## src/rtl/isotp_receive_reassembly_top_defines.svh

```systemverilog
`ifndef ISOTP_RECEIVE_REASSEMBLY_TOP_DEFINES_SVH
`define ISOTP_RECEIVE_REASSEMBLY_TOP_DEFINES_SVH

// Property that must hold at every edge outside reset.
`define ISOTP_ASSERT(lbl, prop, msg) \
  lbl: assert property (@(posedge clk_i) disable iff (!rst_ni) (prop)) else $error(msg);

// Condition that must never be seen outside reset.
`define ISOTP_ASSERT_NEVER(lbl, cond, msg) \
  lbl: assert property (@(posedge clk_i) disable iff (!rst_ni) !(cond)) else $error(msg);

`endif

```

## src/rtl/isotp_pkg.sv

```systemverilog
package isotp_pkg;

  localparam int unsigned MAX_MESSAGE = 4095;
  localparam int unsigned BUF_AW      = 12;
  localparam int unsigned IN_TDATA_W  = 112;
  localparam int unsigned OUT_TDATA_W = 32;
  localparam int unsigned BYTE0_LSB   = 33;

  localparam logic [16:0] IDLE_MAX    = 17'h1FFFF;
  localparam logic [15:0] TIMEOUT_RST = 16'd1000;
  localparam logic [11:0] LIMIT_RST   = 12'd4095;

  // configuration register indexes
  localparam logic [1:0] CFG_RX_ID   = 2'd0;
  localparam logic [1:0] CFG_TIMEOUT = 2'd1;
  localparam logic [1:0] CFG_LIMIT   = 2'd2;

  // protocol control information types
  localparam logic [3:0] PCI_SF = 4'h0;
  localparam logic [3:0] PCI_FF = 4'h1;
  localparam logic [3:0] PCI_CF = 4'h2;

  typedef enum logic [1:0] {
    OP_FRAME = 2'd0,
    OP_TICK  = 2'd1,
    OP_POLL  = 2'd2,
    OP_READ  = 2'd3
  } op_e;

  typedef enum logic [1:0] {
    PH_IDLE = 2'd0,
    PH_RECV = 2'd1,
    PH_DONE = 2'd2
  } phase_e;

  typedef enum logic [2:0] {
    ST_CLEAR,
    ST_IDLE,
    ST_EXEC,
    ST_STORE,
    ST_OUT
  } state_e;

  typedef struct packed {
    logic clear_wr;
    logic capture;
    logic exec;
    logic store_wr;
  } cmd_t;

  typedef struct packed {
    logic clear_done;
    logic exec_store;
    logic store_last;
  } sts_t;

endpackage

```

## src/rtl/isotp_ctrl.sv

```systemverilog
`include "isotp_receive_reassembly_top_defines.svh"

module isotp_ctrl (
  input  logic          clk_i,
  input  logic          rst_ni,
  input  logic          s_valid_i,
  output logic          s_ready_o,
  output logic          m_valid_o,
  input  logic          m_ready_i,
  output isotp_pkg::cmd_t cmd_o,
  input  isotp_pkg::sts_t sts_i
);
  import isotp_pkg::*;

  state_e state_q, state_d;

  always_ff @(posedge clk_i or negedge rst_ni) begin
    if (!rst_ni) begin
      state_q <= ST_CLEAR;
    end else begin
      state_q <= state_d;
    end
  end

  always_comb begin
    state_d = state_q;
    unique case (state_q)
      ST_CLEAR: if (sts_i.clear_done) state_d = ST_IDLE;
      ST_IDLE:  if (s_valid_i) state_d = ST_EXEC;
      ST_EXEC:  state_d = sts_i.exec_store ? ST_STORE : ST_OUT;
      ST_STORE: if (sts_i.store_last) state_d = ST_OUT;
      ST_OUT:   if (m_ready_i) state_d = ST_IDLE;
      default:  state_d = ST_CLEAR;
    endcase
  end

  always_comb begin
    cmd_o          = '0;
    s_ready_o      = 1'b0;
    m_valid_o      = 1'b0;
    unique case (state_q)
      ST_CLEAR: cmd_o.clear_wr = 1'b1;
      ST_IDLE: begin
        s_ready_o     = 1'b1;
        cmd_o.capture = s_valid_i;
      end
      ST_EXEC:  cmd_o.exec = 1'b1;
      ST_STORE: cmd_o.store_wr = 1'b1;
      ST_OUT:   m_valid_o = 1'b1;
      default: begin
        cmd_o = '0;
      end
    endcase
  end

  `ISOTP_ASSERT(a_capture_exec, (s_valid_i && s_ready_o) |=> (state_q == ST_EXEC), "capture did not start exec")
  `ISOTP_ASSERT(a_exec_out, (state_q == ST_EXEC && !sts_i.exec_store) |=> (state_q == ST_OUT), "exec without store skipped result")
  `ISOTP_ASSERT(a_store_end, (state_q == ST_STORE && sts_i.store_last) |=> (state_q == ST_OUT), "store run did not end")
  `ISOTP_ASSERT(a_clear_hold, (state_q == ST_CLEAR && !sts_i.clear_done) |=> (state_q == ST_CLEAR), "clear pass cut short")
  `ISOTP_ASSERT_NEVER(a_rdy_vld, s_ready_o && m_valid_o, "input ready while result pending")

endmodule

```

## config.mk

```make
export PLATFORM = sky130hd
export DESIGN_NAME = isotp_ctrl
export DESIGN_NICKNAME = d
export VERILOG_FILES = /design/src/rtl/isotp_pkg.sv /design/src/rtl/isotp_ctrl.sv
export VERILOG_INCLUDE_DIRS = /design/src /design/src/rtl
export SDC_FILE = /design/constraint.sdc
export NUM_CORES = 1
export LEC_CHECK = 0
export BUFFER_PORTS_ARGS = -buffer_cell sky130_fd_sc_hd__buf_2
export CAP_MARGIN = 40
export CORE_AREA = 4 4 41 43
export DETAILED_ROUTE_END_ITERATION = 8
export DIE_AREA = 0 0 45 47
export PLACE_DENSITY = 0.41
export SLEW_MARGIN = 40
export SYNTH_ARGS = -nofsm -noshare
export SYNTH_HDL_FRONTEND = slang
export SYNTH_SLANG_ARGS = --single-unit
export TNS_END_PERCENT = 10
```

## constraint.sdc

```tcl
create_clock -name clk_i -period 1.15 [get_ports clk_i]
set_clock_uncertainty 0.05 [all_clocks]
set_input_delay 0.115 -clock clk_i [delete_from_list [all_inputs] [get_ports clk_i]]
set_output_delay 0.115 -clock clk_i [all_outputs]
set_load 0.005 [all_outputs]
```

==> qor.yml <==
layout:
  finalCoreUtilization_pct: 33.1
  syn_to_final_growth_pct: 70.3
  regArea_um2: 77.6
  share_of_cells_above_drive_strength_1_pct: 59.2
  multiInputGateArea_um2: 160
  largest-register: "state_q"
  nNetsFinal: 57
  num-fill-cells: 150
  antennaDiodeCount: 0
  flip_flop_count_of_the_largest_register_after_layout: 3
  registers_with_the_highest_flip_flop_counts: "state_q (3)"
  fin_area_um2: 430
logic_synthesis:
  yosys_register_bits: 3
  synth_top_area_share_pct: 29.7
  async_set_or_reset_flop_fraction_in_the_synthesized_netlist_pct: 100
  synth.cells.most_frequent: "sky130_fd_sc_hd__dfrtp_1 (3), sky130_fd_sc_hd__mux2i_1 (3)"
  synth.lib_cells_used.distinct: 17
  synthDominantAreaCellType: "sky130_fd_sc_hd__dfrtp_1"
  synthesis.instances: 27
  synth_warnings: 0
  post_syn_area_um2: 253
  synthFlopType: "sky130_fd_sc_hd__dfrtp_1"
  largest_cells_by_area_after_synthesis: "sky130_fd_sc_hd__dfrtp_1 (30%), sky130_fd_sc_hd__mux2i_1 (12%), sky130_fd_sc_hd__nor3b_2 (9.9%), sky130_fd_sc_hd__nand3b_1 (5.9%), sky130_fd_sc_hd__buf_6 (4.5%)"
  synth_edf_count: 0
  postSynthNetCount: 34
  syn_area_per_cell_um2: 9.36
  yosysSeqAreaShare_pct: 29.7
detailed_routing:
  drt-initial-drc-count: 1
  number_of_search_and_repair_iterations_in_the_first_detailed_routing_pass: 2
  detail_route.drc_violations: 0
  finalWirelength_um: 669
  routed-via-count: 272
  drt-wirelength-per-cell_um: 10.5
  antenna_left: 0
  avgViaCountPerCell: 4.25
floorplanning:
  core_mm2: 0.00130
  initial_utilization_pct: 19.4
  floorplan.die_area_mm2: 0.00212
  die_h_um: 47
  io_pins: 13
  num_rows: 13
  x_dimension_of_the_die_um: 45
sta:
  final_max_slew_viol_count: 0
  final.period_utilization_pct: 110
  period_needed_ns: 1.27
  fin_tns_setup_ns: -0.644
  maxClockFrequency_ghz: 0.788
  final.setup.worst_slack_ns: -0.119
  grt_setup_unrepaired: "yes"
  final_count_of_hold_timing_violations: 0
  timing_worst_slew_pin_value_ns: 0.174
  setup_viol: 7
  slew_headroom_pct: 88.0
clock_network:
  tritoncts.num_buffers: 3
  htree_levels: 1
  tritoncts_num_sinks: 3
  root_buffer: "sky130_fd_sc_hd__clkbuf_4"
  cts_tree: "built"
  clkTransAtPathRegs_ns: 0.04
  cts-root-to-sink-buffers: 2
  clock_latency_ns: 0.23
placed_design:
  place_congestion: 0.711
  placed_standard_cell_area_um2: 333
  number_of_i_o_port_buffers: 12
  preCtsSetupSlack_ns: 0.0136
run:
  max-cap-violations: 0
setup_path:
  timing.critical_path.fanout_max: 5
  end_kind: "primary output"
  crit_required_ns: 0.99
  start_kind: "register"
  signal_arrival_time_at_the_worst_endpoint_ns: 1.10
  path_class: "reg -> out"
hold_path:
  min_path_type: "in -> reg"
pwr:
  worst_case_vdd_ir_drop_v: 0.000919
  share_clk_of_total_power_pct: 16.3
  internal_power_uw: 711
  power_switching_uw: 405
  power_switching_share_pct: 36.3
  share_seq_of_total_power_pct: 20.5
  power_density_mw_per_mm2: 2590
  combPwrFrac_pct: 63.2
  p_leak_uw: 0.000214
outcome:
  violations: "negative setup slack"
  outcome: "finished, violations left"
grt:
  largest_net_degree_at_the_start_of_global_routing: 9
  first_pass_grt_wire_length_mm: 1.10
  grt.total_usage_pct: 7.35
  globalRouteOverflowTotal: 0
  antenna_found_initial: 0
  grt_pass1_vias: 288
## repair_timing
| action | 4_1_cts | 5_1_grt |
|---|---|---|
| hold buffers | 1 | 0 |
| pin swaps | 3 | 3 |
| setup endpoints to repair | 6 | 9 |
| setup buffers | 4 | 1 |
| gates cloned | 0 | 0 |
| endpoints found under the hold margin | 3 | 0 |
| resized for setup | 4 | 3 |
## per-stage QoR
stage	std cells	power (uW)	hold WS, ns
finish	64	1120	0.106
CTS	63	1040	0.105
floorplan	27	583	-0.231
global placement	54	756	-0.137
detailed placement	54	749	-0.136
global route	64	1230	0.108
## power groups by stage
| stage | Sequential [uW] | Clock [uW] | Combinational (uW) |
|---|---|---|---|
| floorplan | 171 | 0 | 411 |
| global placement | 244 | 0 | 512 |
| detailed placement | 246 | 0 | 504 |
| CTS | 233 | 190 | 621 |
| global route | 238 | 205 | 783 |
| finish | 229 | 182 | 705 |
## path summary, 6_finish.rpt
| path | cells after the start | slack (ns) | from | to |
|---|---|---|---|---|
| worst max-delay path | 3 | -0.12 | state_q[2]$_DFFE_PN0P_ | cmd_o[1] |
| worst min-delay path | 3 | 0.11 | m_ready_i | state_q[2]$_DFFE_PN0P_ |
| worst max register to register | 5 | -0.08 | state_q[2]$_DFFE_PN0P_ | state_q[2]$_DFFE_PN0P_ |
| worst min register to register | 2 | 0.53 | state_q[0]$_DFFE_PN0P_ | state_q[0]$_DFFE_PN0P_ |
| max in group asynchronous | 2 | 0.77 | rst_ni | state_q[1]$_DFFE_PN0P_ |
| min in group asynchronous | 2 | 0.16 | rst_ni | state_q[2]$_DFFE_PN0P_ |
## final cells by class
class | count | share of cell area (%)
Multi-Input combinational cell | 19 | 37.2
Timing Repair Buffer | 21 | 32.6
Sequential cell | 3 | 18.0
Clock buffer | 4 | 6.10
Tap cell | 15 | 4.36
Inverter | 2 | 1.74
## metal layers
layer / track usage [%] / wire length, um / part of all wire (%) / vias to the layer above
met2: 12.1 / 375 / 56 / 12
met4: 3.51 / 0 / 0 / 0
li1: - / - / - / 138
met5: 0 / 0 / 0 / -
met1: 7.74 / 241 / 36 / 122
met3: 3.83 / 52 / 7.8 / 0
## worst max-delay path: stages (launching register included)
cell                      delay (ns)
sky130_fd_sc_hd__dfrtp_2        0.43
sky130_fd_sc_hd__or2b_1         0.24
sky130_fd_sc_hd__nor2_1         0.09
sky130_fd_sc_hd__buf_2          0.12
## layout by cell type (no fill, tap or decap)
master,netlist,routed
sky130_fd_sc_hd__o2bb2ai_1,1,1
sky130_fd_sc_hd__buf_1,0,1
sky130_fd_sc_hd__dlygate4sd3_1,0,1
sky130_fd_sc_hd__and2_1,1,1
sky130_fd_sc_hd__o21ai_2,1,1
sky130_fd_sc_hd__a211oi_2,0,1
sky130_fd_sc_hd__or2b_1,1,1
sky130_fd_sc_hd__clkbuf_1,0,1
sky130_fd_sc_hd__dfrtp_2,0,2
sky130_fd_sc_hd__inv_1,2,2
sky130_fd_sc_hd__nor2_1,2,2
sky130_fd_sc_hd__dfrtp_1,3,1
sky130_fd_sc_hd__buf_6,1,3
sky130_fd_sc_hd__buf_4,0,5
sky130_fd_sc_hd__o21a_1,1,1
sky130_fd_sc_hd__clkbuf_4,0,3
sky130_fd_sc_hd__nor3_1,1,1
sky130_fd_sc_hd__nor3b_2,2,1
sky130_fd_sc_hd__nand3b_1,2,2
sky130_fd_sc_hd__a21oi_1,2,2
sky130_fd_sc_hd__buf_2,2,11
sky130_fd_sc_hd__and3b_2,1,1
sky130_fd_sc_hd__mux2i_1,3,3
sky130_fd_sc_hd__nor3b_4,0,1
## kinds of logic after synthesis
family / Yosys count / synth area share, %
AND/OR/NAND/NOR: 10 / 30.2
AO/OA/AOI/OAI: 6 / 16.8
buffers and inverters: 5 / 11.4
multiplexers: 3 / 11.9
flip-flops: 3 / 29.7
Note: power is estimated with default switching activity, not from simulation.
